<file path="src/rtl/core/assert_macros.svh">
// Assertion macros shared by the timer bank modules.
`ifndef ASSERT_MACROS_SVH
`define ASSERT_MACROS_SVH

// Check a property on every rising edge outside reset.
`define ASSERT_CLK(lbl, clk, rst_n, prop) \
	lbl: assert property (@(posedge clk) disable iff (!(rst_n)) (prop)) \
		else $error("timer bank assertion failed");

// Check that a condition never holds outside reset.
`define ASSERT_NEVER(lbl, clk, rst_n, cond) \
	lbl: assert property (@(posedge clk) disable iff (!(rst_n)) !(cond)) \
		else $error("timer bank forbidden condition seen");

`endif

</file>
<file path="src/rtl/core/etb_pkg.sv">
// Shared constants, types and register map of the timer bank.
package etb_pkg;

	localparam int TIMER_COUNT = 8;
	localparam int COUNT_WIDTH = 32;
	localparam int ADDR_W = 12;
	localparam int DATA_W = 32;
	localparam int OP_W = 2;
	localparam int TICK_W = 8;
	localparam int IRQ_W = 8;
	localparam int OFF_W = 5;
	localparam int CTRL_W = 3;

	localparam logic [OP_W-1:0] OP_READ = 2'd0;
	localparam logic [OP_W-1:0] OP_WRITE = 2'd1;
	localparam logic [OP_W-1:0] OP_TICK = 2'd2;

	localparam logic [ADDR_W-1:0] SLOT_SIZE = 12'h014;
	localparam logic [ADDR_W-1:0] SHARED_MASKED = 12'h0A0;
	localparam logic [ADDR_W-1:0] SHARED_CLEAR = 12'h0A4;
	localparam logic [ADDR_W-1:0] SHARED_RAW = 12'h0A8;

	localparam logic [OFF_W-1:0] OFF_LOAD = 5'h00;
	localparam logic [OFF_W-1:0] OFF_COUNT = 5'h04;
	localparam logic [OFF_W-1:0] OFF_CTRL = 5'h08;
	localparam logic [OFF_W-1:0] OFF_EOI = 5'h0C;
	localparam logic [OFF_W-1:0] OFF_STAT = 5'h10;

	localparam int CTL_EN = 0;
	localparam int CTL_USER = 1;
	localparam int CTL_MASK = 2;

	typedef enum logic [3:0] {
		REG_NONE,
		REG_LOAD,
		REG_COUNT,
		REG_CTRL,
		REG_EOI,
		REG_STAT,
		REG_ALL_STAT,
		REG_CLEAR_ALL,
		REG_RAW_STAT
	} reg_kind_t;

	typedef struct packed {
		logic [TIMER_COUNT-1:0] sel;
		reg_kind_t kind;
		logic is_read;
		logic is_write;
		logic is_tick;
		logic bad;
	} dec_t;

	typedef struct packed {
		logic wr_load;
		logic wr_ctrl;
		logic clear;
		logic tick;
	} tmr_cmd_t;

	typedef struct packed {
		logic [COUNT_WIDTH-1:0] count;
		logic [COUNT_WIDTH-1:0] load;
		logic [CTRL_W-1:0] ctrl;
		logic raw;
		logic pending;
	} tmr_state_t;

endpackage

</file>
<file path="src/rtl/core/etb_decode.sv">
// Register map decoder: turns an operation and byte offset into a target.
module etb_decode (
	input  logic [etb_pkg::OP_W-1:0]   op,
	input  logic [etb_pkg::ADDR_W-1:0] access_addr,
	output etb_pkg::dec_t              dec
);

	logic is_bus;
	logic [etb_pkg::TIMER_COUNT-1:0] hit;
	logic [etb_pkg::OFF_W-1:0] off;
	logic [etb_pkg::ADDR_W-1:0] base;
	etb_pkg::reg_kind_t kind;

	always_comb begin
		hit = '0;
		off = '0;
		base = '0;
		for (int i = 0; i < etb_pkg::TIMER_COUNT; i++) begin
			base = etb_pkg::ADDR_W'(i * 20);
			if (access_addr >= base && access_addr < base + etb_pkg::SLOT_SIZE) begin
				hit[i] = 1'b1;
				off = off | etb_pkg::OFF_W'(access_addr - base);
			end
		end
	end

	always_comb begin
		is_bus = (op == etb_pkg::OP_READ) || (op == etb_pkg::OP_WRITE);
		kind = etb_pkg::REG_NONE;
		if (|hit) begin
			unique case (off)
				etb_pkg::OFF_LOAD:  kind = etb_pkg::REG_LOAD;
				etb_pkg::OFF_COUNT: kind = etb_pkg::REG_COUNT;
				etb_pkg::OFF_CTRL:  kind = etb_pkg::REG_CTRL;
				etb_pkg::OFF_EOI:   kind = etb_pkg::REG_EOI;
				etb_pkg::OFF_STAT:  kind = etb_pkg::REG_STAT;
				default:            kind = etb_pkg::REG_NONE;
			endcase
		end else if (access_addr == etb_pkg::SHARED_MASKED) begin
			kind = etb_pkg::REG_ALL_STAT;
		end else if (access_addr == etb_pkg::SHARED_CLEAR) begin
			kind = etb_pkg::REG_CLEAR_ALL;
		end else if (access_addr == etb_pkg::SHARED_RAW) begin
			kind = etb_pkg::REG_RAW_STAT;
		end
		// only load and control words take writes
		if (op == etb_pkg::OP_WRITE && kind != etb_pkg::REG_LOAD && kind != etb_pkg::REG_CTRL)
			kind = etb_pkg::REG_NONE;
		if (!is_bus)
			kind = etb_pkg::REG_NONE;

		dec.kind = kind;
		dec.sel = (kind == etb_pkg::REG_NONE) ? '0 : hit;
		dec.is_read = op == etb_pkg::OP_READ;
		dec.is_write = op == etb_pkg::OP_WRITE;
		dec.is_tick = op == etb_pkg::OP_TICK;
		dec.bad = is_bus && kind == etb_pkg::REG_NONE;
	end

endmodule

</file>
<file path="src/rtl/core/etb_timer.sv">
// One down-counting timer with its load, control and status flags.
module etb_timer (
	input  logic                            clk,
	input  logic                            arst_n,
	input  etb_pkg::tmr_cmd_t               cmd,
	input  logic [etb_pkg::DATA_W-1:0]      wdata,
	output etb_pkg::tmr_state_t             state,
	output logic                            pending_d
);

	`include "assert_macros.svh"

	logic [etb_pkg::COUNT_WIDTH-1:0] count_q, count_d;
	logic [etb_pkg::COUNT_WIDTH-1:0] load_q, load_d;
	logic [etb_pkg::CTRL_W-1:0] ctrl_q, ctrl_d;
	logic raw_q, raw_d;
	logic pending_q;
	logic [etb_pkg::CTRL_W-1:0] new_ctrl;

	always_comb begin
		count_d = count_q;
		load_d = load_q;
		ctrl_d = ctrl_q;
		raw_d = raw_q;
		pending_d = pending_q;
		new_ctrl = wdata[etb_pkg::CTRL_W-1:0];
		if (cmd.wr_load) begin
			load_d = wdata[etb_pkg::COUNT_WIDTH-1:0];
			if (ctrl_q[etb_pkg::CTL_EN])
				count_d = wdata[etb_pkg::COUNT_WIDTH-1:0];
		end
		if (cmd.wr_ctrl) begin
			ctrl_d = new_ctrl;
			if (!ctrl_q[etb_pkg::CTL_EN] && new_ctrl[etb_pkg::CTL_EN])
				count_d = load_q;
			if (!new_ctrl[etb_pkg::CTL_EN])
				raw_d = 1'b0;
			if (new_ctrl[etb_pkg::CTL_MASK])
				pending_d = 1'b0;
		end
		if (cmd.clear) begin
			raw_d = 1'b0;
			pending_d = 1'b0;
		end
		if (cmd.tick && ctrl_q[etb_pkg::CTL_EN]) begin
			if (count_q <= etb_pkg::COUNT_WIDTH'(1)) begin
				// expire and reload in the same step
				raw_d = 1'b1;
				if (!ctrl_q[etb_pkg::CTL_MASK])
					pending_d = 1'b1;
				count_d = ctrl_q[etb_pkg::CTL_USER] ? load_q : '1;
			end else begin
				count_d = count_q - etb_pkg::COUNT_WIDTH'(1);
			end
		end
	end

	always_ff @(posedge clk or negedge arst_n) begin
		if (!arst_n) begin
			count_q <= '0;
			load_q <= '0;
			ctrl_q <= '0;
			raw_q <= 1'b0;
			pending_q <= 1'b0;
		end else begin
			count_q <= count_d;
			load_q <= load_d;
			ctrl_q <= ctrl_d;
			raw_q <= raw_d;
			pending_q <= pending_d;
		end
	end

	assign state.count = count_q;
	assign state.load = load_q;
	assign state.ctrl = ctrl_q;
	assign state.raw = raw_q;
	assign state.pending = pending_q;

	`ASSERT_CLK(a_disable_drops_raw, clk, arst_n,
		cmd.wr_ctrl && !cmd.tick && !wdata[etb_pkg::CTL_EN] |=> !raw_q)
	`ASSERT_CLK(a_mask_drops_pending, clk, arst_n,
		cmd.wr_ctrl && wdata[etb_pkg::CTL_MASK] |=> !pending_q)

endmodule

</file>
<file path="src/rtl/core/eight_channel_apb_timer_bank.sv">
// Top level of the eight-channel timer bank: request register, decode, timers, result register.
// Each request (bus read, bus write or clock tick) sits in the request register, where the
// decoder, the timer update logic and the read multiplexer work on it, and its result is
// written into the result register once the output can advance; a new request is taken
// every cycle, and the request register holds only while a finished result is stalled at the
// output. The timers' state changes at the edge where the request moves into the result
// register, so irq_lines shows every pending flag as it stands after that request.
module eight_channel_apb_timer_bank (
	input  logic                          clk,
	input  logic                          arst_n,
	input  logic                          in_valid,
	output logic                          in_stall,
	input  logic [etb_pkg::OP_W-1:0]      op,
	input  logic [etb_pkg::ADDR_W-1:0]    access_addr,
	input  logic [etb_pkg::DATA_W-1:0]    write_data,
	input  logic [etb_pkg::TICK_W-1:0]    tick_enables,
	output logic                          out_valid,
	input  logic                          out_stall,
	output logic [etb_pkg::DATA_W-1:0]    read_data,
	output logic                          bad_offset,
	output logic [etb_pkg::IRQ_W-1:0]     irq_lines
);

	`include "assert_macros.svh"

	logic valid_s1;
	logic [etb_pkg::OP_W-1:0] op_s1;
	logic [etb_pkg::ADDR_W-1:0] addr_s1;
	logic [etb_pkg::DATA_W-1:0] wdata_s1;
	logic [etb_pkg::TICK_W-1:0] ticks_s1;

	logic out_valid_q;
	logic [etb_pkg::DATA_W-1:0] read_data_q;
	logic bad_q;
	logic [etb_pkg::IRQ_W-1:0] irq_q;

	logic advance, upd;
	etb_pkg::dec_t dec;
	etb_pkg::tmr_cmd_t cmd [etb_pkg::TIMER_COUNT];
	etb_pkg::tmr_state_t tstate [etb_pkg::TIMER_COUNT];
	logic [etb_pkg::TIMER_COUNT-1:0] pend_d, pend_q, raw_q;
	logic [etb_pkg::DATA_W-1:0] rdata;
	logic [etb_pkg::DATA_W-1:0] sel_load, sel_count, sel_ctrl, sel_stat;
	logic [etb_pkg::IRQ_W-1:0] irq_d;

	assign advance = !out_valid_q || !out_stall;
	assign upd = valid_s1 && advance;
	assign in_stall = valid_s1 && !advance;

	etb_decode u_decode (
		.op          (op_s1),
		.access_addr (addr_s1),
		.dec         (dec)
	);

	for (genvar g = 0; g < etb_pkg::TIMER_COUNT; g++) begin : g_timer
		assign cmd[g].wr_load = upd && dec.is_write && dec.sel[g] &&
			dec.kind == etb_pkg::REG_LOAD;
		assign cmd[g].wr_ctrl = upd && dec.is_write && dec.sel[g] &&
			dec.kind == etb_pkg::REG_CTRL;
		assign cmd[g].clear = upd && dec.is_read &&
			((dec.sel[g] && dec.kind == etb_pkg::REG_EOI) ||
			 dec.kind == etb_pkg::REG_CLEAR_ALL);
		assign cmd[g].tick = upd && dec.is_tick && ticks_s1[g];

		etb_timer u_timer (
			.clk       (clk),
			.arst_n    (arst_n),
			.cmd       (cmd[g]),
			.wdata     (wdata_s1),
			.state     (tstate[g]),
			.pending_d (pend_d[g])
		);

		assign pend_q[g] = tstate[g].pending;
		assign raw_q[g] = tstate[g].raw;
	end

	// read mux: at most one timer is selected
	always_comb begin
		sel_load = '0;
		sel_count = '0;
		sel_ctrl = '0;
		sel_stat = '0;
		for (int i = 0; i < etb_pkg::TIMER_COUNT; i++) begin
			if (dec.sel[i]) begin
				sel_load = sel_load | etb_pkg::DATA_W'(tstate[i].load);
				sel_count = sel_count | etb_pkg::DATA_W'(tstate[i].count);
				sel_ctrl = sel_ctrl | etb_pkg::DATA_W'(tstate[i].ctrl);
				sel_stat = sel_stat | etb_pkg::DATA_W'(tstate[i].pending);
			end
		end
		rdata = '0;
		if (dec.is_read) begin
			unique case (dec.kind)
				etb_pkg::REG_LOAD:     rdata = sel_load;
				etb_pkg::REG_COUNT:    rdata = sel_count;
				etb_pkg::REG_CTRL:     rdata = sel_ctrl;
				etb_pkg::REG_STAT:     rdata = sel_stat;
				etb_pkg::REG_ALL_STAT: rdata = etb_pkg::DATA_W'(pend_q);
				etb_pkg::REG_RAW_STAT: rdata = etb_pkg::DATA_W'(raw_q);
				default:               rdata = '0;
			endcase
		end
		irq_d = '0;
		irq_d[etb_pkg::TIMER_COUNT-1:0] = pend_d;
	end

	always_ff @(posedge clk or negedge arst_n) begin
		if (!arst_n) begin
			valid_s1 <= 1'b0;
			out_valid_q <= 1'b0;
		end else begin
			if (!in_stall)
				valid_s1 <= in_valid;
			if (advance)
				out_valid_q <= valid_s1;
		end
	end

	always_ff @(posedge clk) begin
		if (in_valid && !in_stall) begin
			op_s1 <= op;
			addr_s1 <= access_addr;
			wdata_s1 <= write_data;
			ticks_s1 <= tick_enables;
		end
		if (upd) begin
			read_data_q <= rdata;
			bad_q <= dec.bad;
			irq_q <= irq_d;
		end
	end

	assign out_valid = out_valid_q;
	assign read_data = read_data_q;
	assign bad_offset = bad_q;
	assign irq_lines = irq_q;

	`ASSERT_CLK(a_stall_only_when_full, clk, arst_n,
		in_stall |-> valid_s1 && out_valid_q && out_stall)
	`ASSERT_NEVER(a_bad_returns_zero, clk, arst_n,
		out_valid_q && bad_q && read_data_q != '0)
	`ASSERT_CLK(a_clear_all_drops_irq, clk, arst_n,
		upd && dec.is_read && dec.kind == etb_pkg::REG_CLEAR_ALL |=> irq_lines == '0)

endmodule
</file>
<file path="config.mk">
export PLATFORM = sky130hd
export DESIGN_NAME = eight_channel_apb_timer_bank
export DESIGN_NICKNAME = d
export VERILOG_FILES = /design/src/rtl/core/etb_pkg.sv /design/src/rtl/core/etb_decode.sv /design/src/rtl/core/etb_timer.sv /design/src/rtl/core/eight_channel_apb_timer_bank.sv
export VERILOG_INCLUDE_DIRS = /design/src /design/src/rtl/core
export SDC_FILE = /design/constraint.sdc
export NUM_CORES = 2
export LEC_CHECK = 0
export BUFFER_PORTS_ARGS = -buffer_cell sky130_fd_sc_hd__buf_2
export CORE_AREA = 5 5 346 382
export DETAILED_ROUTE_END_ITERATION = 6
export DIE_AREA = 0 0 351 387
export GPL_TIMING_DRIVEN = 0
export SLEW_MARGIN = 20
export SYNTH_ARGS = -nofsm -noshare
export SYNTH_HDL_FRONTEND = slang
export SYNTH_SLANG_ARGS = --single-unit
</file>
<file path="constraint.sdc">
create_clock -name clk -period 5.3 [get_ports clk]
set_clock_uncertainty 0.05 [all_clocks]
set_input_delay 0 -clock clk [delete_from_list [all_inputs] [get_ports clk]]
set_output_delay 0 -clock clk [all_outputs]
set_load 0.01 [all_outputs]
</file>
==> results.yml <==
global_route:
  antenna_found_initial: 10
  grt_pass1_wl_mm: 277
  grt_overflow: 0
  grt_max_degree: 93
  grtUsageTotal_pct: 28.5
  grt_pass1_vias: 36200
setup_path:
  cp.required_ps: 5700
  critPathLaunchType: "register"
  worstSetupEndpointType: "register"
  critPathKind: "register to register"
  arrival_ps: 5670
  path_max_fanout: 10
cells_and_area:
  stdcell_count: 6126
  drive_gt1_share_pct: 13.1
  final_area_mm2: 0.0451
  fin_nets: 4456
  fin_util_pct: 35.3
  fillerInstances: 13200
  area_delta_synth_final_pct: 18.3
synth:
  yosysTopAreaCell: "dfrtp_1"
  synth_top_area_share_pct: 36.4
  synth_nets: 4138
  ys_seq_area_share_pct: 43.8
  synthFlopType: "dfrtp_1"
  yosys-top-cells-area: "dfrtp_1 36%, edfxtp_1 7.5%, mux2_2 5.4%"
  synth-edff-count: 95
  synth_area_mm2: 0.0381
  async_reset_ff_share_pct: 85.4
  synth-seq-cells: 649
  synth_cell_types: 90
  syn_avg_cell_area_um2: 9.40
  synth_warnings: 0
  postSynthCellCount: 4057
route:
  routedWlPerCell_um: 32.7
  avgViaCountPerCell: 6.20
  drt_iter0_drc: 5476
  dr.pass1.iters: 7
  ant_nets: 0
  wirelength_mm: 200
  via_count: 38000
  drcViolationCount: 6
place:
  dpl-instance-area_mm2: 0.0411
  place_inst: 5849
  io_buffers: 100
  place_congestion: 1.01
  post-place-ws_ps: -696
  post-dp-hpwl_mm: 158
sta:
  hold_viol_final: 0
  setup_viol: 0
  fmax_ghz: 0.190
  relSlewSlack_pct: 20.7
  fin_hold_ws_ps: 31.6
  setup_ws_ps: 28.0
  slew_violations: 0
  fin_setup_tns_ps: 0
  period_needed_ps: 5270
  fin_crit_sh_pct: 99.5
  tightest_slew_ps: 1180
  grt_setup_unrepaired: "no"
clock_tree:
  root_buffer: "clkbuf_16"
  clock_latency_ps: 710
  clockBufferDepth: 3
  cts.sinks: 649
  cts_tree: "built"
  path_clk_slew_ps: 60
  h-tree-depth: 3
  numCtsBuffers: 80
power:
  ir_drop_v: 0.000232
  p_per_area_mw_per_mm2: 253
  p_leak_nw: 19.1
  power.total_mw: 11.4
die:
  die_w_um: 351
  fp.dieH_um: 387
  rows: 138
  io_pins: 101
  coreArea_mm2: 0.128
  start_util_pct: 29.8
  dieArea_mm2: 0.136
run_status:
  status: "finished, violations left"
  violations: "DRC"
hold_path:
  min_path_type: "input port to register"
flow_run:
  drv_cap: 0
==> cell type report <==
cell class	count	area (um^2)	share of cell area (%)
clock buffers	113	2320	5.14
well taps	1680	2100	4.66
clock inverters	30	285	0.632
inverters	45	171	0.380
plain buffers	334	1360	3.02
repair buffers	236	2010	4.45
multi-input cells	3029	20100	44.6
diodes	10	25.0	0.0555
flip-flops and latches	649	16700	37.0
==> layer usage <==
layer	wire length, um	global-route usage, %	share of wire [%]	vias to the layer above
met5	24	0	0.012	-
met4	12800	15.1	6.4	4
met1	77200	36.5	39	19100
met3	19600	6.01	9.8	484
li1	-	-	-	16100
met2	90800	45.0	45	2296
==> path summary, 6_finish.rpt <==
path | to | slack, ps | startpoint | depth (start not counted)
worst min-delay path | wdata_s1[25] | 30 | write_data[25] | 2
worst max register to register | read_data[13] | 30 | addr_s1[3] | 14
worst max-delay path | read_data[13] | 30 | addr_s1[3] | 14
max in group asynchronous | g_timer[1].u_timer.load_q[25] | 3320 | arst_n | 6
min in group asynchronous | g_timer[7].u_timer.load_q[2] | 500 | arst_n | 4
worst min register to register | g_timer[3].u_timer.ctrl_q[2] | 470 | g_timer[3].u_timer.ctrl_q[2] | 2
==> state kept, by name (all words and copies together), names as in the netlist, 8 cells and up <==
signal	count
g_timer.u_timer.load_q	256
read_data	32
g_timer.u_timer.ctrl_q	24
g_timer.u_timer.count_q	256
irq_lines	8
addr_s1	12
g_timer.u_timer.raw_q	8
ticks_s1	8
wdata_s1	32
g_timer.u_timer.pending_q	8
==> synth_stat cells (all sizes together), types with 29 or more instances <==
cell / number
nand2: 442
nand3b: 71
o21ai: 317
o22ai: 158
o311ai: 55
nor2: 260
mux2i: 47
o221ai: 48
xor2: 90
nand3: 108
clkbuf: 273
and3: 29
a222oi: 69
nand4: 94
nor4: 68
buf: 61
or4: 29
nor3: 125
mux2: 257
or3: 30
inv: 44
nand2b: 35
a21oi: 101
a22oi: 168
dfrtp: 554
o31ai: 46
edfxtp: 95
xnor2: 95
a31oi: 78
==> critical path: stages, from the launching register on <==
cell and delay, ps:
edfxtp_1 480, clkbuf_2 260, inv_1 150, ha_1 250
or3b_2 520, nand2_1 120, o21ai_0 110, nor3_2 490
buf_4 280, clkbuf_1 750, clkbuf_1 650, a22oi_1 260
nand4_1 170, a22oi_1 80, nor2_1 410
==> placed cells by master (no fill, tap or decap), drive strengths merged, types with 10 or more instances in the layout <==
cell type    Yosys  final
dfrtp          554    554
nand2          442    442
clkbuf         273    388
o21ai          317    317
nor2           260    260
mux2           257    257
buf             61    181
a22oi          168    168
o22ai          158    158
nor3           125    125
dlygate4sd3      0    113
nand3          108    108
a21oi          101    101
xnor2           95     95
edfxtp          95     95
nand4           94     94
xor2            90     90
a31oi           78     78
nand3b          71     71
a222oi          69     69
nor4            68     68
o311ai          55     55
inv             44     49
o221ai          48     48
mux2i           47     47
o31ai           46     46
nand2b          35     35
or3             30     30
and3            29     29
or4             29     29
o211ai          27     27
ha              23     23
clkinv           1     20
or2             14     14
o32ai           11     11
and2            11     11
o31a            11     11
diode            0     10
a221oi          10     10
==> power breakdown <==
part / switching, mW / internal (mW)
Sequential: 0.0718 / 5.11
Clock: 2.45 / 3.24
Combinational: 0.388 / 0.153
==> logic make-up after synthesis <==
family,after synthesis,share of synthesized area [%]
fa+ha+maj,23,0.755
xor+xnor,185,4.25
flops,649,43.8
buf+inv,379,3.94
simple gates,1353,17.6
mux,304,8.82
compound gates,1164,20.8
==> timing repair <==
action                     in CTS  in global routing
setup endpoints to repair     396                175
hold buffers                  113                  0
setup buffers                   9                  2
gates cloned                    0                  0
gates resized for setup        21                 32
pin swaps                       4                  1
hold endpoints to repair      496                  0
Power figures use the tool's default switching activity.
